$ cat src/hdl/cdsp_pkg.sv
package cdsp_pkg;

  localparam int DT_W   = 16;
  localparam int POS_W  = 32;
  localparam int HL_W   = 24;
  localparam int WIDE_W = 34;
  localparam int EXT_W  = 36;
  localparam int E_W    = 31;
  localparam int Q_W    = 49;
  localparam int MA_W   = 35;
  localparam int MB_W   = 31;
  localparam int PROD_W = 66;

  localparam logic [29:0] LN2_Q30 = 30'd744261118;

  typedef enum logic [2:0] {
    T_IDLE,
    T_START,
    T_DECAY,
    T_LANES,
    T_OUT
  } top_state_t;

  typedef enum logic [1:0] {
    D_IDLE,
    D_DIV,
    D_EXP,
    D_FINAL
  } decay_state_t;

  typedef enum logic [3:0] {
    L_IDLE,
    L_WY_MUL,
    L_WY_DIV,
    L_J,
    L_JDT_MUL,
    L_WJ_MUL,
    L_WJ_DIV,
    L_WJDT_MUL,
    L_NY_MUL,
    L_NV_MUL
  } lane_state_t;

  typedef struct packed {
    logic start;
    logic snap;
  } cdsp_cmd_t;

  function automatic logic [63:0] isqrt64(input logic [63:0] v);
    logic [63:0] rem;
    logic [63:0] res;
    logic [63:0] bits;
    int i;
    rem  = v;
    res  = '0;
    bits = 64'd1 << 62;
    for (i = 0; i < 32; i++) begin
      if (rem >= res + bits) begin
        rem = rem - (res + bits);
        res = (res >> 1) + bits;
      end else begin
        res = res >> 1;
      end
      bits = bits >> 2;
    end
    return res;
  endfunction

  // factor 2^(-2^-k) in Q30
  function automatic logic [29:0] decay_const(input int k);
    logic [63:0] c;
    int i;
    c = isqrt64(64'd1 << 59);
    for (i = 1; i < k; i++) begin
      c = isqrt64(c << 30);
    end
    return c[29:0];
  endfunction

  localparam logic [29:0] DECAY_C [16] = '{
    decay_const(1),  decay_const(2),  decay_const(3),  decay_const(4),
    decay_const(5),  decay_const(6),  decay_const(7),  decay_const(8),
    decay_const(9),  decay_const(10), decay_const(11), decay_const(12),
    decay_const(13), decay_const(14), decay_const(15), decay_const(16)
  };

  function automatic logic signed [33:0] sat_wide(input logic signed [35:0] v);
    if (v > 36'sd8589934591) begin
      return 34'sh1_FFFF_FFFF;
    end else if (v < -36'sd8589934592) begin
      return 34'sh2_0000_0000;
    end else begin
      return v[33:0];
    end
  endfunction

  function automatic logic signed [31:0] sat_narrow(input logic signed [35:0] v);
    if (v > 36'sd2147483647) begin
      return 32'sh7FFF_FFFF;
    end else if (v < -36'sd2147483648) begin
      return 32'sh8000_0000;
    end else begin
      return v[31:0];
    end
  endfunction

  // quotient magnitude with sign, truncated toward zero, clamped to 34 bits
  function automatic logic signed [33:0] sat_quot(input logic [48:0] q, input logic neg);
    if (neg) begin
      if (q > 49'd8589934592) begin
        return 34'sh2_0000_0000;
      end else begin
        return -$signed(q[33:0]);
      end
    end else if (q > 49'd8589934591) begin
      return 34'sh1_FFFF_FFFF;
    end else begin
      return $signed(q[33:0]);
    end
  endfunction

endpackage

$ cat src/hdl/cdsp_div.sv
module cdsp_div #(
  parameter int NW = 49,
  parameter int DW = 24
) (
  input  logic          clk,
  input  logic          rst,
  input  logic          start,
  input  logic [NW-1:0] dividend,
  input  logic [DW-1:0] divisor,
  output logic          done,
  output logic [NW-1:0] quotient
);

  localparam int CW = $clog2(NW);

  logic [NW-1:0] quo;
  logic [DW-1:0] rem;
  logic [CW-1:0] cnt;
  logic          busy;
  logic [DW+1:0] diff;

  // trial subtract of the shifted partial remainder
  assign diff = {1'b0, rem, quo[NW-1]} - {2'b00, divisor};
  assign quotient = quo;

  always_ff @(posedge clk) begin
    if (rst) begin
      busy <= 1'b0;
      done <= 1'b0;
    end else begin
      done <= 1'b0;
      if (start) begin
        quo  <= dividend;
        rem  <= '0;
        cnt  <= CW'(NW - 1);
        busy <= 1'b1;
      end else if (busy) begin
        quo <= {quo[NW-2:0], ~diff[DW+1]};
        rem <= diff[DW+1] ? {rem[DW-2:0], quo[NW-1]} : diff[DW-1:0];
        cnt <= cnt - 1'b1;
        if (cnt == '0) begin
          busy <= 1'b0;
          done <= 1'b1;
        end
      end
    end
  end

endmodule

$ cat src/hdl/cdsp_decay.sv
module cdsp_decay
  import cdsp_pkg::*;
(
  input  logic            clk,
  input  logic            rst,
  input  logic            start,
  input  logic [DT_W-1:0] dt,
  input  logic [HL_W-1:0] hl,
  output logic            done,
  output logic [E_W-1:0]  e
);

  decay_state_t state, state_next;
  logic [31:0]  r;
  logic         div_done;
  logic         div_start;
  logic [E_W-1:0] acc;
  logic [3:0]   cnt;
  logic [60:0]  eprod;

  cdsp_div #(.NW(32), .DW(HL_W)) u_div (
    .clk      (clk),
    .rst      (rst),
    .start    (div_start),
    .dividend ({dt, 16'h0000}),
    .divisor  (hl),
    .done     (div_done),
    .quotient (r)
  );

  assign eprod = acc * DECAY_C[cnt];

  always_comb begin
    state_next = state;
    unique case (state)
      D_IDLE:  if (start) state_next = D_DIV;
      D_DIV:   if (div_done) state_next = D_EXP;
      D_EXP:   if (cnt == 4'd15) state_next = D_FINAL;
      D_FINAL: state_next = D_IDLE;
      default: state_next = D_IDLE;
    endcase
  end

  always_comb begin
    div_start = (state == D_IDLE) && start;
  end

  always_ff @(posedge clk) begin
    if (rst) begin
      state <= D_IDLE;
      done  <= 1'b0;
    end else begin
      state <= state_next;
      done  <= 1'b0;
      unique case (state)
        D_DIV: begin
          acc <= E_W'(31'd1 << 30);
          cnt <= '0;
        end
        D_EXP: begin
          // one fraction bit of the ratio per cycle, most significant first
          if (r[5'd15 - {1'b0, cnt}]) acc <= eprod[60:30];
          cnt <= cnt + 1'b1;
        end
        D_FINAL: begin
          e    <= (r[31:16] >= 16'd31) ? '0 : (acc >> r[20:16]);
          done <= 1'b1;
        end
        default: ;
      endcase
    end
  end

endmodule

$ cat config.mk
export PLATFORM = sky130hd
export DESIGN_NAME = cdsp_decay
export DESIGN_NICKNAME = d
export VERILOG_FILES = /design/src/hdl/cdsp_pkg.sv /design/src/hdl/cdsp_div.sv /design/src/hdl/cdsp_decay.sv
export SDC_FILE = /design/constraint.sdc
export NUM_CORES = 2
export LEC_CHECK = 0
export BUFFER_PORTS_ARGS = -buffer_cell sky130_fd_sc_hd__buf_2
export CAP_MARGIN = 40
export CELL_PAD_IN_SITES_DETAIL_PLACEMENT = 1
export CELL_PAD_IN_SITES_GLOBAL_PLACEMENT = 1
export CORE_MARGIN = 1
export CORE_UTILIZATION = 54
export CTS_BUF_LIST = sky130_fd_sc_hd__clkbuf_16
export DETAILED_ROUTE_END_ITERATION = 16
export PLACE_DENSITY_LB_ADDON = 0.1
export SETUP_SLACK_MARGIN = 0.15
export SLEW_MARGIN = 20
export SYNTH_ARGS = -nofsm -noshare
export SYNTH_HDL_FRONTEND = slang
export SYNTH_SLANG_ARGS = --single-unit
export TNS_END_PERCENT = 1
$ cat constraint.sdc
create_clock -name clk -period 13.75 [get_ports clk]
set_input_delay 0.6875 -clock clk [delete_from_list [all_inputs] [get_ports clk]]
set_output_delay 0.6875 -clock clk [all_outputs]
set_load 0.05 [all_outputs]
After elaboration in Yosys (flattened, before gate mapping)
Memory sizes are Yosys's and may differ from the RTL's.
Cells that the tools add are included.
{"block": "totals", "ramBits": 0, "latchBits": 0, "n_memories": 1, "mem_bits_ro": 480, "ff_bits": 132}
{"block": "op_classes", "magnitude_cmp": 3, "reduce_logical": 11, "shifts": 1, "bitwise_logic": 4, "n_addsub": 4, "div": 0, "mul": 1, "muxes": 21, "eq_ne": 8}
{"memory": "(no name shown)", "depth": 16, "word_bits": 30, "read_ports": 1, "rd_ports_with_merged_regs": 0, "wr": 0, "line": "cdsp_decay.sv:31", "text": "assign eprod = acc * DECAY_C[cnt];"}
{"op": "two-way mux 32 bit", "n": 2}
{"op": "case mux 31 bit (2 select lines)", "n": 1}
{"op": "multiplier 31 x 30 -> 61 bit", "n": 1}
{"op": "two-way mux 30 bit", "n": 2}
{"op": "two-way mux 24 bit", "n": 2}
{"op": "two-way mux 31 bit", "n": 1}
{"op": "right shift 31 x 5 -> 31 bit", "n": 1}
{"op": "subtractor 25 x 24 -> 26 bit", "n": 1}
{"op": "greater-or-equal comparator 16 x 5 -> 1 bit (second input constant)", "n": 1}
{"op": "case mux 2 bit (4 select lines)", "n": 1}
{"op": "case mux 4 bit (2 select lines)", "n": 1}
{"op": "< comparator 5 x 6 -> 1 bit (second input constant)", "n": 1}
{"op": "two-way mux 1 bit", "n": 6}
{"op": "two-way mux 2 bit", "n": 3}
{"op": "!= test 2 bit (second input constant)", "n": 3}
{"op": "AND reduction 2 bit", "n": 3}
{"op": "AND reduction 3 bit", "n": 2}
{"op": "binary-select mux 1 bit (select 5 bit)", "n": 1}
{"op": "greater-or-equal comparator 5 bit (second input constant)", "n": 1}
{"op": "zero test 5 bit", "n": 1}
{"op": "two-way mux 5 bit", "n": 1}
{"op": "NOT 4 -> 5 bit", "n": 1}
{"op": "subtractor 4 x 4 -> 5 bit (first input constant)", "n": 1}
{"op": "subtractor 5 x 1 -> 5 bit (second input constant)", "n": 1}
{"op": "10 further kinds", "n": 14}

Logic depth before layout (Yosys ltp)
{"block": "depth", "depth_word": 7, "mapped_depth": 34, "ltp_nobuf": 32}

Hierarchy
A second synthesis with hierarchy kept.
{"block": "hier_totals", "hier_cells": 4187, "area_unflattened_um2": 38779.7}
{"mod": "cdsp_decay", "area_per_inst_um2": 34563.1, "seq_area_each_um2": 2042.0, "cells_each": 3791, "instances": 1}
{"mod": "cdsp_div", "area_per_inst_um2": 4216.5, "seq_area_each_um2": 1871.8, "cells_each": 396, "instances": 1}

Worst setup path after synthesis
Ideal clock, no wire load.
{"block": "synth_timing", "path_type": "reg2reg", "from": "register cnt[0]", "to": "register acc[24], data pin", "setup_slack_ps": 5386, "stages_incl_launch_ff": 29, "path_buffers": 2, "t_arrival_ps": 8103, "cell_sequence": "edfxtp_1 > buf_2 > inv_1 > ha_1 > o21ai_1 > o21ai_1 > nand2_1 > clkbuf_1 > and2_1 > fa_1 > fa_1 > inv_1 > fa_1 > fa_1 > inv_1 > fa_1 > fa_1 > fa_1 > fa_1 > ha_1 > nand3_1 > nor4_1 > nand3_1 > a21oi_1 > a2111oi_4 > o311ai_4 > a31oi_4 > a31oi_1 > mux2i_1"}
{"block": "synth_between", "elab_chain_len": 7}
{"item": "start, declared", "line": "cdsp_decay.sv:18", "text": "logic [3:0] cnt;"}
{"item": "start signal, assigned", "line": "cdsp_decay.sv:63", "text": "cnt <= cnt + 1'b1;"}
{"item": "NOT 4 -> 5 bit (not written as such)", "line": "cdsp_decay.sv:31"}
{"item": "memory (16 x 30 bit)"}
{"item": "two-way mux 30 bit (not written as such) (2 in series)", "line": "cdsp_decay.sv:31"}
{"item": "multiplier 31 x 30 -> 61 bit", "line": "cdsp_decay.sv:31"}
{"item": "two-way mux 31 bit", "line": "cdsp_decay.sv:62", "text": "if (r[5'd15 - {1'b0, cnt}]) acc <= eprod[60:30];"}
{"item": "case mux 31 bit (2 select lines)", "line": "cdsp_decay.sv:55", "text": "unique case (state)"}
{"item": "end signal, assigned", "line": "cdsp_decay.sv:57", "text": "acc <= E_W'(31'd1 << 30);"}
{"item": "end signal, assigned", "line": "cdsp_decay.sv:62"}
{"item": "end, declared", "line": "cdsp_decay.sv:17", "text": "logic [E_W-1:0] acc;"}
Every way passes these cells. The select of a mux whose other input is x is not followed.
A chain may end at the register's enable or synchronous reset.

Final worst setup path
{"block": "layout_timing", "from": "register cnt[0]", "to": "register acc[30], data pin"}
Same word-level chain as after synthesis.

==> flow_metrics.py <==
metrics = {
    "setup_path": {
        "crit_start": "cnt[0]",
        "r2r_slack_ps": 3020,
        "cp_slowest_cell": "a21boi_2",
        "endpoint": "acc[30]",
        "r2r_start": "cnt[0]",
        "max_stage_delay_ps": 680,
        "crit_top_cell": "fa_1",
        "endpoint_kind": "flip-flop",
        "reg2reg_to": "acc[30]",
        "worstPathRequired_ps": 13920,
        "crit_fanout": 17,
        "start_kind": "flip-flop",
        "worst-endpoint-arrival_ps": 10900,
        "path_class": "reg2reg",
        "worst_r2r_path_depth": 27,
    },
    "cts": {
        "post_cts_resized": 0,
        "htree_levels": 4,
        "path_clk_slew_ps": 60,
        "clockBufferDepth": 2,
        "cts_sinks": 132,
        "cts_setup_buffers": 0,
        "cts_root_buf": "clkbuf_16",
        "holdBufCountCts": 0,
        "cts_tree": "yes",
        "cts_made_buffers": 17,
        "worst_skew_pair.late_latency_ps": 450,
    },
    "die": {
        "die_h_um": 268,
        "dieWidth_um": 268,
        "initial_core_util_pct": 54.6,
        "design.core.area_um2": 70100,
        "io_pins": 75,
        "dieArea_um2": 72000,
        "std_cell_rows": 97,
    },
    "synthesis": {
        "synth_area_leader_cell": "fa_1",
        "postSynthCellCount": 4210,
        "synth_top_area_share_pct": 42.2,
        "synth-edff-count": 127,
        "ys_top_cells_by_area": "fa_1, edfxtp_1, ha_1, inv_1, and2_1",
        "yosysSeqAreaShare_pct": 10.2,
        "ys_ff_latch": 132,
        "synth_warnings": 0,
        "syn-num-nets": 5346,
        "synthArstFlopShare_pct": 0,
        "synth_ff_type": "edfxtp_1",
        "avgSynthCellArea_um2": 9.10,
        "syn_area_um2": 38300,
        "ys_types": 74,
    },
    "status": {
        "failed_checks": "DRC",
        "status": "finished, violations left",
    },
    "final_layout": {
        "final_cell_mix": "inv_1, fa_1, nand2_1",
        "layout.cells.non_filler": 5097,
        "final_nets": 5277,
        "syn_to_final_growth_pct": 5.94,
        "final_area_um2": 40600,
        "final_common_cell": "inv_1",
        "drive_gt1_share_pct": 6.21,
        "fillers": 8130,
    },
    "detailed_routing": {
        "routed-via-count": 29500,
        "wl_met3_um": 10000,
        "wl_um": 125000,
        "wl_met2_um": 59000,
        "top_layer": "met5",
        "routed_via_density": 5.79,
        "drc": 2,
        "m1WireLength_um": 50300,
        "drt_iter0_markers": 1842,
        "first_pass_iters": 12,
        "wl_per_cell_um": 24.5,
        "antenna_left": 0,
    },
    "sta": {
        "finalCriticalPeriod_ps": 10730,
        "max_freq_mhz": 93.2,
        "slew_viol_final": 0,
        "tightest_slew_ps": 915,
        "slew_headroom_pct": 38.9,
        "whs_ps": 502,
        "setup-violations-final": 0,
        "fin_worst_skew_ps": 10.9,
        "hold_violations": 0,
        "rsz0062_at_grt": "no",
        "finalCritPeriodShare_pct": 78.0,
        "fin_setup_tns_ps": 0,
    },
    "place": {
        "placed_area_um2": 39800,
        "dp_hpwl_um": 96100,
        "dpl.cell_count": 5051,
        "io_buffers": 74,
        "place_congestion": 0.941,
    },
    "grt": {
        "grt_pass1_wl_um": 194000,
        "grt_use_total_pct": 36.3,
        "antenna_found_initial": 5,
        "grt_max_degree": 46,
        "grt_pass1_vias": 32800,
        "grt-ovfl-total": 0,
    },
    "flow_run": {
        "cap_violations": 0,
    },
    "hold_path": {
        "hp-class": "in2reg",
    },
}
worst max-delay path, delay by kind of cell (launching register included):
family,cells,cell delay (ps)
adders and majority gates,10,4870
buffers and inverters,4,840
DFF,1,670
and+or+nand+nor,5,1560
xor gates and xnor gates,1,160
AOI/OAI and AO/OA,7,2330
how the worst min path moves through the flow:
stage,start,cells after the start,endpoint,slack (ps)
3_5_place_dp,u_div.busy,1,u_div.done,490
6_report,dt[6],3,u_div.quotient[22],500
5_1_grt,dt[6],3,u_div.quotient[22],520
4_1_cts,dt[6],3,u_div.quotient[22],490
3_3_place_gp,u_div.busy,2,u_div.busy,490
2_1_floorplan,u_div.busy,2,u_div.busy,470
cell usage after synthesis, types with 17 or more instances:
master,n
nor2_1,174
mux4_2,22
nand4_1,21
nor3_1,32
nand2_1,523
fa_1,808
a21o_1,34
a21oi_1,157
nand3_1,31
edfxtp_1,127
xnor2_1,28
a211oi_1,21
mux2i_1,38
o21ai_0,68
and2_1,474
clkbuf_1,227
inv_1,902
ha_1,285
xor2_1,18
a31oi_1,17
kinds of logic (layout without fill, tap and decap cells):
group                    count (synthesis)  count (layout)  synth area share (%)
buffers and inverters                 1152            1096                  11.3
XOR/XNOR                                46              46                  1.05
multiplexers                            62              62                  2.38
AO/OA/AOI/OAI                          386             386                  6.25
flip-flops                             132             132                  10.2
adder cells (fa/ha/maj)               1093            1093                  51.5
AND/OR/NAND/NOR                       1339            1339                  17.2
other                                    0               3                     0
layer usage:
| metal | up-vias | track usage (%) |
|---|---|---|
| met1 | 15400 | 47.6 |
| met3 | 275 | 6.69 |
| met2 | 1203 | 59.2 |
| li1 | 12600 | - |
| met5 | - | 0 |
| met4 | 4 | 15.7 |
sequential cells by signal, indices dropped and copies added, names as in the netlist:
name	cells
acc	31
done	1
cnt	4
e	31
u_div.quotient	32
u_div.cnt	5
u_div.busy	1
u_div.rem	24
state	2
u_div.done	1
cell type report:
class | count | area, um2 | area share (%)
clock inverters | 15 | 155 | 0.382
flip-flops and latches | 132 | 3910 | 9.65
multi-input cells | 2926 | 30200 | 74.5
well taps | 940 | 1180 | 2.90
repair buffers | 158 | 1280 | 3.16
inverters | 906 | 3400 | 8.38
diodes | 3 | 7.51 | 0.0185
clock buffers | 17 | 425 | 1.05
per-stage QoR:
step | setup slack [ps] | utilization (%)
6_report | 3020 | 57.8
5_1_grt | 2740 | 57.8
4_1_cts | 2830 | 57.6
3_5_place_dp | 2850 | 56.8
3_3_place_gp | 2950 | 56.3
2_1_floorplan | 5390 | -
Power is left out: the tool's default activity adds up to more than one toggle a clock period on the data nets, which glitch-free logic cannot reach.
