**config.mk**
```make
export PLATFORM = sky130hd
export DESIGN_NAME = cdsp_lane
export DESIGN_NICKNAME = d
export VERILOG_FILES = /design/src/hdl/cdsp_pkg.sv /design/src/hdl/cdsp_div.sv /design/src/hdl/cdsp_lane.sv
export SDC_FILE = /design/constraint.sdc
export NUM_CORES = 2
export LEC_CHECK = 0
export BUFFER_PORTS_ARGS = -buffer_cell sky130_fd_sc_hd__buf_2
export CAP_MARGIN = 20
export CELL_PAD_IN_SITES_DETAIL_PLACEMENT = 1
export CELL_PAD_IN_SITES_GLOBAL_PLACEMENT = 1
export CORE_ASPECT_RATIO = 1.25
export CORE_MARGIN = 4
export CORE_UTILIZATION = 54
export DETAILED_ROUTE_END_ITERATION = 6
export PLACE_DENSITY = 0.87
export SLEW_MARGIN = 15
export SYNTH_ARGS = -nofsm -noshare
export SYNTH_HDL_FRONTEND = slang
export SYNTH_SLANG_ARGS = --single-unit
export TNS_END_PERCENT = 10
```
**constraint.sdc**
```tcl
create_clock -name clk -period 23.1 [get_ports clk]
set_input_delay 4.62 -clock clk [delete_from_list [all_inputs] [get_ports clk]]
set_output_delay 4.62 -clock clk [all_outputs]
set_load 0.005 [all_outputs]
```
**src/hdl/cdsp_pkg.sv**
```systemverilog
package cdsp_pkg;

  localparam int DT_W   = 16;
  localparam int POS_W  = 32;
  localparam int HL_W   = 24;
  localparam int WIDE_W = 34;
  localparam int EXT_W  = 36;
  localparam int E_W    = 31;
  localparam int Q_W    = 49;
  localparam int MA_W   = 35;
  localparam int MB_W   = 31;
  localparam int PROD_W = 66;

  localparam logic [29:0] LN2_Q30 = 30'd744261118;

  typedef enum logic [2:0] {
    T_IDLE,
    T_START,
    T_DECAY,
    T_LANES,
    T_OUT
  } top_state_t;

  typedef enum logic [1:0] {
    D_IDLE,
    D_DIV,
    D_EXP,
    D_FINAL
  } decay_state_t;

  typedef enum logic [3:0] {
    L_IDLE,
    L_WY_MUL,
    L_WY_DIV,
    L_J,
    L_JDT_MUL,
    L_WJ_MUL,
    L_WJ_DIV,
    L_WJDT_MUL,
    L_NY_MUL,
    L_NV_MUL
  } lane_state_t;

  typedef struct packed {
    logic start;
    logic snap;
  } cdsp_cmd_t;

  function automatic logic [63:0] isqrt64(input logic [63:0] v);
    logic [63:0] rem;
    logic [63:0] res;
    logic [63:0] bits;
    int i;
    rem  = v;
    res  = '0;
    bits = 64'd1 << 62;
    for (i = 0; i < 32; i++) begin
      if (rem >= res + bits) begin
        rem = rem - (res + bits);
        res = (res >> 1) + bits;
      end else begin
        res = res >> 1;
      end
      bits = bits >> 2;
    end
    return res;
  endfunction

  // factor 2^(-2^-k) in Q30
  function automatic logic [29:0] decay_const(input int k);
    logic [63:0] c;
    int i;
    c = isqrt64(64'd1 << 59);
    for (i = 1; i < k; i++) begin
      c = isqrt64(c << 30);
    end
    return c[29:0];
  endfunction

  localparam logic [29:0] DECAY_C [16] = '{
    decay_const(1),  decay_const(2),  decay_const(3),  decay_const(4),
    decay_const(5),  decay_const(6),  decay_const(7),  decay_const(8),
    decay_const(9),  decay_const(10), decay_const(11), decay_const(12),
    decay_const(13), decay_const(14), decay_const(15), decay_const(16)
  };

  function automatic logic signed [33:0] sat_wide(input logic signed [35:0] v);
    if (v > 36'sd8589934591) begin
      return 34'sh1_FFFF_FFFF;
    end else if (v < -36'sd8589934592) begin
      return 34'sh2_0000_0000;
    end else begin
      return v[33:0];
    end
  endfunction

  function automatic logic signed [31:0] sat_narrow(input logic signed [35:0] v);
    if (v > 36'sd2147483647) begin
      return 32'sh7FFF_FFFF;
    end else if (v < -36'sd2147483648) begin
      return 32'sh8000_0000;
    end else begin
      return v[31:0];
    end
  endfunction

  // quotient magnitude with sign, truncated toward zero, clamped to 34 bits
  function automatic logic signed [33:0] sat_quot(input logic [48:0] q, input logic neg);
    if (neg) begin
      if (q > 49'd8589934592) begin
        return 34'sh2_0000_0000;
      end else begin
        return -$signed(q[33:0]);
      end
    end else if (q > 49'd8589934591) begin
      return 34'sh1_FFFF_FFFF;
    end else begin
      return $signed(q[33:0]);
    end
  endfunction

endpackage

```
**src/hdl/cdsp_div.sv**
```systemverilog
module cdsp_div #(
  parameter int NW = 49,
  parameter int DW = 24
) (
  input  logic          clk,
  input  logic          rst,
  input  logic          start,
  input  logic [NW-1:0] dividend,
  input  logic [DW-1:0] divisor,
  output logic          done,
  output logic [NW-1:0] quotient
);

  localparam int CW = $clog2(NW);

  logic [NW-1:0] quo;
  logic [DW-1:0] rem;
  logic [CW-1:0] cnt;
  logic          busy;
  logic [DW+1:0] diff;

  // trial subtract of the shifted partial remainder
  assign diff = {1'b0, rem, quo[NW-1]} - {2'b00, divisor};
  assign quotient = quo;

  always_ff @(posedge clk) begin
    if (rst) begin
      busy <= 1'b0;
      done <= 1'b0;
    end else begin
      done <= 1'b0;
      if (start) begin
        quo  <= dividend;
        rem  <= '0;
        cnt  <= CW'(NW - 1);
        busy <= 1'b1;
      end else if (busy) begin
        quo <= {quo[NW-2:0], ~diff[DW+1]};
        rem <= diff[DW+1] ? {rem[DW-2:0], quo[NW-1]} : diff[DW-1:0];
        cnt <= cnt - 1'b1;
        if (cnt == '0) begin
          busy <= 1'b0;
          done <= 1'b1;
        end
      end
    end
  end

endmodule

```
**src/hdl/cdsp_lane.sv**
```systemverilog
module cdsp_lane
  import cdsp_pkg::*;
(
  input  logic                    clk,
  input  logic                    rst,
  input  cdsp_cmd_t               cmd,
  input  logic [DT_W-1:0]         dt,
  input  logic [E_W-1:0]          e,
  input  logic [HL_W-1:0]         hl,
  input  logic signed [POS_W-1:0] target,
  output logic                    done,
  output logic signed [POS_W-1:0] pos
);

  lane_state_t state, state_next;
  logic phase;

  logic signed [POS_W-1:0]  vel;
  logic signed [WIDE_W-1:0] y, j, w, ydt, nv;
  logic signed [PROD_W-1:0] acc, prod, mul_sum;
  logic signed [MA_W-1:0]   ma, y_ext, j_ext;
  logic [MB_W-1:0]          mb;
  logic [15:0]              bpart;
  logic signed [51:0]       mprod;
  logic                     div_start, div_done;
  logic [Q_W-1:0]           quotient;

  cdsp_div #(.NW(Q_W), .DW(HL_W)) u_div (
    .clk      (clk),
    .rst      (rst),
    .start    (div_start),
    .dividend (prod[62:14]),
    .divisor  (hl),
    .done     (div_done),
    .quotient (quotient)
  );

  assign y_ext = MA_W'(y);
  assign j_ext = MA_W'(j);

  // low half of the second operand first, high half on the next cycle
  assign bpart   = phase ? {1'b0, mb[30:16]} : mb[15:0];
  assign mprod   = ma * $signed({1'b0, bpart});
  assign mul_sum = acc + (PROD_W'(mprod) <<< 16);

  always_comb begin
    state_next = state;
    unique case (state)
      L_IDLE:     if (cmd.start && !cmd.snap) state_next = L_WY_MUL;
      L_WY_MUL:   if (phase) state_next = L_WY_DIV;
      L_WY_DIV:   if (phase && div_done) state_next = L_J;
      L_J:        state_next = L_JDT_MUL;
      L_JDT_MUL:  if (phase) state_next = L_WJ_MUL;
      L_WJ_MUL:   if (phase) state_next = L_WJ_DIV;
      L_WJ_DIV:   if (phase && div_done) state_next = L_WJDT_MUL;
      L_WJDT_MUL: if (phase) state_next = L_NY_MUL;
      L_NY_MUL:   if (phase) state_next = L_NV_MUL;
      L_NV_MUL:   if (phase) state_next = L_IDLE;
      default:    state_next = L_IDLE;
    endcase
  end

  always_comb begin
    ma = '0;
    mb = '0;
    unique case (state)
      L_WY_MUL: begin
        ma = y[33] ? -y_ext : y_ext;
        mb = {1'b0, LN2_Q30};
      end
      L_JDT_MUL: begin
        ma = j_ext;
        mb = MB_W'(dt);
      end
      L_WJ_MUL: begin
        ma = j[33] ? -j_ext : j_ext;
        mb = {1'b0, LN2_Q30};
      end
      L_WJDT_MUL: begin
        ma = MA_W'(w);
        mb = MB_W'(dt);
      end
      L_NY_MUL: begin
        ma = MA_W'(ydt);
        mb = e;
      end
      L_NV_MUL: begin
        ma = MA_W'(nv);
        mb = e;
      end
      default: ;
    endcase
    div_start = ((state == L_WY_DIV) || (state == L_WJ_DIV)) && !phase;
  end

  always_ff @(posedge clk) begin
    if (rst) begin
      state <= L_IDLE;
      phase <= 1'b0;
      done  <= 1'b0;
      pos   <= '0;
      vel   <= '0;
    end else begin
      state <= state_next;
      phase <= (state_next == state);
      done  <= 1'b0;
      if (!phase) acc <= PROD_W'(mprod);
      unique case (state)
        L_IDLE: begin
          if (cmd.start) begin
            if (cmd.snap) begin
              pos  <= target;
              vel  <= '0;
              done <= 1'b1;
            end else begin
              y <= WIDE_W'(pos) - WIDE_W'(target);
            end
          end
        end
        L_WY_MUL, L_WJ_MUL: if (phase) prod <= mul_sum;
        L_WY_DIV:   if (div_done) w <= sat_quot(quotient, y[33]);
        L_J:        j <= sat_wide(EXT_W'(vel) + EXT_W'(w));
        L_JDT_MUL:  if (phase) ydt <= sat_wide(EXT_W'(y) + $signed(mul_sum[51:16]));
        L_WJ_DIV:   if (div_done) w <= sat_quot(quotient, j[33]);
        L_WJDT_MUL: if (phase) nv <= sat_wide(EXT_W'(vel) - $signed(mul_sum[51:16]));
        L_NY_MUL:   if (phase) pos <= sat_narrow(EXT_W'(target) + $signed(mul_sum[65:30]));
        L_NV_MUL: begin
          if (phase) begin
            vel  <= sat_narrow($signed(mul_sum[65:30]));
            done <= 1'b1;
          end
        end
        default: ;
      endcase
    end
  end

endmodule
```
* After elaboration in Yosys (flattened, before gate mapping)
Index checks and enable logic that the tools add are counted.
** Storage, ports and cells
- Flip-flop bits (word level) :: 435
- Input port bits :: 107
- Logic and storage cells :: 138
** Cells by class
- $add $sub $neg :: 11
- Multipliers :: 1
- Order comparisons :: 12
- Eq/ne operators :: 16
- Multiplexer cells :: 50
- Bitwise gates (word level) :: 5
- Reductions and logical operators :: 26
** Operators with widths (count)
- 2-to-1 mux 32 bit :: 10
- 2-to-1 mux 34 bit :: 9
- one-hot mux 35 bit (6 select lines) :: 1
- one-hot mux 32 bit (2 select lines) :: 2
- 2-to-1 mux 49 bit :: 2
- one-hot mux 31 bit (3 select lines) :: 1
- > comparator 36 x 32 -> 1 bit, second input constant :: 2
- > comparator 36 x 34 -> 1 bit, second input constant :: 2
- less-than comparator 36 x 32 -> 1 bit, second input constant :: 2
- less-than comparator 36 x 34 -> 1 bit, second input constant :: 2
- 2-to-1 mux 35 bit :: 2
- one-hot mux 34 bit (2 select lines) :: 1
- adder 52 x 66 -> 66 bit :: 1
- multiplier 35 x 17 -> 52 bit :: 1
- > comparator 49 x 33 -> 1 bit, second input constant :: 1
- > comparator 49 x 34 -> 1 bit, second input constant :: 1
- 2-to-1 mux 24 bit :: 2
- one-hot mux 4 bit (10 select lines) :: 1
- adder 32 x 36 -> 36 bit :: 1
- adder 33 x 36 -> 36 bit :: 1
- 2-to-1 mux 4 bit :: 9
- subtractor 32 x 36 -> 36 bit :: 1
- adder 32 x 34 -> 35 bit :: 1
- > comparator 35 x 34 -> 1 bit, second input constant :: 1
- other kinds (30) :: 64

* Logic depth before layout (Yosys ltp)
- Word-level depth :: 12
- Mapped depth :: 61
- Gate-level depth less buffers :: 59

* Cells and area by module
Synthesis repeated with hierarchy kept, for this count alone.
** Second synthesis, totals
- Cell total of the unflattened synthesis :: 5731
- Area total of the unflattened synthesis :: 50983.9 um^2
** By module, submodules not included
- cdsp_lane :: instances 1, cells each 5294, area an instance 46005.4 um^2
- cdsp_div :: instances 1, cells each 437, area an instance 4978.5 um^2

* Worst setup path before layout
Ideal clock, no wire load.
- Kind :: input port to flip-flop
- Start point :: input port e[6]
- End point :: register pos[8]
- Library setup time :: 0.117 ns
- Arrival :: 15.896 ns
- Slack :: 7.087 ns
- Stages on the path :: 50
- Path through :: a22oi_1 > nor2_1 > a311oi_1 > clkbuf_1 > nor2_1 > fa_1 > inv_1 > fa_1 > fa_1 > inv_1 > fa_1 > fa_1 > inv_1 > fa_1 > inv_1 > ha_1 > inv_1 > nor2_1 > [14 not listed] > a21o_1 > a21o_1 > a2111oi_0 > a32oi_1 > a21oi_1 > o21ai_0 > xor2_1 > ha_1 > and4_1 > a2111oi_0 > a31oi_1 > or2_2 > a211oi_1 > nor4_1 > nor3_1 > clkbuf_1 > o21ai_0 > a32o_1
** Between the ends
- Word-level cells in the longest chain between the ends :: 10
- Elaborated cells on any way between the ends :: 11
- Classes of those cells :: add/sub (2); mul (1); order compare (2); mux (6)
** Ends and longest elaborated chain
- start: declaration :: RTL line cdsp_lane.sv:8 : input logic [E_W-1:0] e,
- one-hot mux 31 bit (3 select lines) * :: RTL line cdsp_lane.sv:66 : unique case (state)
- 2-to-1 mux 16 bit * :: RTL line cdsp_lane.sv:42 : assign bpart = phase ? {1'b0, mb[30:16]} : mb[15:0];
- multiplier 35 x 17 -> 52 bit * :: RTL line cdsp_lane.sv:43 : assign mprod = ma * $signed({1'b0, bpart});
- named net mprod[24] :: RTL line cdsp_lane.sv:24 : logic signed [51:0] mprod;
- adder 52 x 66 -> 66 bit * :: RTL line cdsp_lane.sv:44 : assign mul_sum = acc + (PROD_W'(mprod) <<< 16);
- named net mul_sum[60] :: RTL line cdsp_lane.sv:20 : logic signed [PROD_W-1:0] acc, prod, mul_sum;
- adder 32 x 36 -> 36 bit * :: RTL line cdsp_lane.sv:126 : L_NY_MUL: if (phase) pos <= sat_narrow(EXT_W'(target) + $signed(mul_sum[65:30]));
- less-than comparator 36 x 32 -> 1 bit :: RTL line cdsp_pkg.sv:100 : end else if (v < -36'sd2147483648) begin
- 2-to-1 mux 32 bit :: RTL line cdsp_pkg.sv:100
- 2-to-1 mux 32 bit * :: RTL line cdsp_pkg.sv:98 : if (v > 36'sd2147483647) begin
- 2-to-1 mux 32 bit * :: RTL line cdsp_lane.sv:126
- one-hot mux 32 bit (2 select lines) * :: RTL line cdsp_lane.sv:108 : unique case (state)
- end signal: assignment :: RTL line cdsp_lane.sv:112 : pos <= target;
- end signal: assignment :: RTL line cdsp_lane.sv:126
- end: declaration :: RTL line cdsp_lane.sv:12 : output logic signed [POS_W-1:0] pos
The timed path passes the listed nets; every way through them passes the cells marked *. The select of a mux whose other input is x is not followed.
A chain may end at the register's enable or synchronous reset.

* Final worst setup path
- Start point :: input port dt[6]
- End point :: register pos[3]
** Between the ends
- Word-level cells in the longest chain between the ends :: 10
- Elaborated cells on any way between the ends :: 11
- Classes of those cells :: add/sub (2); mul (1); order compare (2); mux (6)
** Ends and longest elaborated chain
- start: declaration :: RTL line cdsp_lane.sv:7 : input logic [DT_W-1:0] dt,
- one-hot mux 31 bit (3 select lines) * :: RTL line cdsp_lane.sv:66
- 2-to-1 mux 16 bit * :: RTL line cdsp_lane.sv:42
- multiplier 35 x 17 -> 52 bit * :: RTL line cdsp_lane.sv:43
- named net mprod[24] :: RTL line cdsp_lane.sv:24
- adder 52 x 66 -> 66 bit * :: RTL line cdsp_lane.sv:44
- named net mul_sum[43] :: RTL line cdsp_lane.sv:20
- adder 32 x 36 -> 36 bit * :: RTL line cdsp_lane.sv:126
- less-than comparator 36 x 32 -> 1 bit :: RTL line cdsp_pkg.sv:100
- 2-to-1 mux 32 bit :: RTL line cdsp_pkg.sv:100
- 2-to-1 mux 32 bit * :: RTL line cdsp_pkg.sv:98
- 2-to-1 mux 32 bit * :: RTL line cdsp_lane.sv:126
- one-hot mux 32 bit (2 select lines) * :: RTL line cdsp_lane.sv:108
Marks and branches as above.

==> reports/summary.txt <==
HP Class - reg2reg
Switching Share - 38.8%
die boundary width - 280 um
Layout fillers - 10.7k
number of gates resized after cts - 0
clk_lat worst skew - 0.64 ns
initial antenna violation count - 11
DR DRC count - 2
Slew HR - 22.3%
most common cell after layout, fill and taps aside - inv_1
internal power - 1.56 mW
worst vdd ir - 0.0000606 V
Placer Congestion - 1.04
vias - 45.6k
die area - 97700 sq um
Pwr Total - 2.54 mW
Row Count - 124
Arr. time, crit path - 18.14 ns
complex-gate fraction of the synthesized area - 16.2%
top cell type by total area after synthesis - fa_1
WP data required - 23.62 ns
Clock Skews - 0.0443 ns
Initial Util - 54.6%
CTS H-Tree Depth - 2
Simple-Gate Fraction of Synth Area - 15.4%
Synth Area in XOR/XNOR - 5.41%
CTS buffer count - 48
gr usage total - 42.5%
WL/cell - 29.6 um
CP endpoint kind - flop
Comb power frac - 35.7%
clk root buf - clkbuf_16
largest family of logic cells by synthesized area - adder cells
total gr overflow - 0
Fin Hold WS - 0.507 ns
synth warn - 0
CTS Buffer Depth - 3
count of cell types in the netlist - 81
I/O pin count - 140
max frequency - 56.8 MHz
placed cell count - 6934
1st-iter DRT viols - 3813
proportion of layout cells with a drive suffix above 1 - 7.69%
post-synth top area share - 21.5%
largest net degree at the start of global routing - 50
slew at the pin closest to its max-slew limit - 1.15 ns
post-CTS setup buffers - 0
Die Y - 348 um
Clock power frac - 30.5%
clk sinks - 407
final hold violations - 0
top_reg_cell synth - edfxtp_1
sequential share of the synthesized area - 23.0%
first-pass GRT wire length - 310 mm
Async SR Flop Fraction - 0%
Post-Synthesis Cells - 5706
most frequent cells in the layout - inv_1 (834), nand2_1 (644), nor2_1 (574), fa_1 (538), ha_1 (379)
synthesized cell area - 50100 sq um
final count of pins violating max slew - 0
violated checks - design-rule violations
NetSw - 988 uW
fraction of the cycle the final worst path needs - 76.3%
Setup Viol. Count Final - 0
pwr/cell area - 46.9 nW/um^2
Layout Utilization - 59.2%
Final min period - 17.62 ns
pre-CTS WS - 4.78 ns
largest cells by area after synthesis - fa_1 (22%), edfxtp_1 (20%), ha_1 (9.5%)
max-cap violations - 0
TNS Setup - 0 ns
Syn Area/Cell - 8.77 sq um
CTS tree - done
core box area - 91700 sq um
DRT Pass-1 Iters - 7
via/cell ratio - 6.48
post-route insts no fill - 7038
Critical-path top delay cell - fa_1
Port Buffers - 139
Most common cell on crit path - fa_1
#FFs+latches synth - 407
status - finished with violations
cell area after layout - 54300 sq um
nets@finish - 6813
Leakage - 24.9 nW
critical path type - in2reg
Net Count, Synth - 6730
slowest stage delay, CP - 0.57 ns
area share of fa/ha/maj cells after synthesis - 31.2%
Clock Pin Slew Worst Setup and Hold Paths - 0.07 ns
RSZ-0062 raised after global routing - false
cts hold-fix bufs - 0
Post-synth EDFFs - 335
ANT nets after route - 0
Sequential Power Share - 33.9%
routed wire length - 209 mm
vias in the first global route - 49.8k
critical-path maximum fanout - 35
crit start category - input pin
Area Growth Syn to Fin - 8.48%
mux share of post-synthesis cell area - 0.877%
slack of the critical path - 5.48 ns
Post-DP HPWL - 166 mm
post-detailed-placement cell area - 52700 sq um
[area by class of cell]
| class | instances | area (sq um) | area share, % |
|---|---|---|---|
| antenna | 12 | 30.0 | 0.0553 |
| clock buffer | 64 | 1310 | 2.42 |
| clock inverter | 26 | 234 | 0.431 |
| inverter | 834 | 3130 | 5.77 |
| multi-input combinational | 4245 | 35000 | 64.5 |
| sequential | 407 | 11500 | 21.2 |
| tap | 1197 | 1500 | 2.76 |
| timing repair buffer | 253 | 1580 | 2.91 |
[state kept, by name, indices dropped and copies added (netlist names), 32 cells and up]
register / flops
vel: 32
y: 33
prod: 49
j: 34
w: 34
ydt: 34
u_div.quotient: 49
pos: 32
acc: 38
nv: 34
[synthesized netlist by cell type, types with 23 or more instances]
cell	count
nor2b_1	71
nand4_1	40
xor2_1	137
and2_1	28
a21o_1	140
and3_1	31
nor2_1	581
nand2_1	644
edfxtp_1	335
a221o_1	39
clkbuf_1	205
o311ai_0	30
nor4_1	23
dfxtp_1	72
nand3_1	60
ha_1	379
o211ai_1	26
inv_1	834
a211oi_1	33
o21ai_0	315
a21oi_1	309
nand2b_1	61
a31oi_1	28
or3_1	40
nor3_1	69
o21a_1	46
fa_1	538
o21bai_1	59
xnor2_1	172
a32o_1	23
o31ai_1	24
mux2i_1	36
[cells by family (layout without fill, tap and decap cells)]
group | after synthesis | after routing
flip-flops | 407 | 407
AO/OA/AOI/OAI | 1246 | 1246
multiplexers | 43 | 43
XOR/XNOR | 309 | 309
AND/OR/NAND/NOR | 1721 | 1721
adder cells (fa/ha/maj) | 926 | 926
other | 0 | 12
buffers and inverters | 1054 | 1177
[per-layer routing]
metal | global-route usage [%] | vias up | share of wire, %
li1 | - | 19400 | -
met3 | 8.62 | 1009 | 7.6
met1 | 45.8 | 22900 | 34
met4 | 38.1 | 8 | 11
met2 | 70.8 | 2326 | 47
met5 | 0 | - | 0.026
[power by group through the flow]
stage | Combinational, mW | Sequential [mW] | Clock [mW]
3_3_place_gp | 0.849 | 0.876 | 0
4_1_cts | 0.881 | 0.861 | 0.775
3_5_place_dp | 0.871 | 0.877 | 0
2_1_floorplan | 0.532 | 0.867 | 0
6_report | 0.907 | 0.862 | 0.775
5_1_grt | 0.964 | 0.862 | 0.806
[worst max-delay path: cells and delay by family]
family | cells | cell delay [ns]
and+or+nand+nor | 9 | 1.79
xor gates and xnor gates | 2 | 0.68
buffers and inverters | 8 | 1.22
adders and majority gates | 9 | 4.39
AOI/OAI and AO/OA | 24 | 5.33
[worst paths after layout]
| check | from | to | slack, ns | depth (start not counted) |
|---|---|---|---|---|
| worst min-delay path | pos[10] | pos[10] | 0.51 | 2 |
| worst min register to register | pos[10] | pos[10] | 0.51 | 2 |
| worst max register to register | y[0] | pos[3] | 7.08 | 53 |
| worst max-delay path | dt[6] | pos[3] | 5.48 | 52 |
No activity file was read; power rests on OpenSTA's default activity.
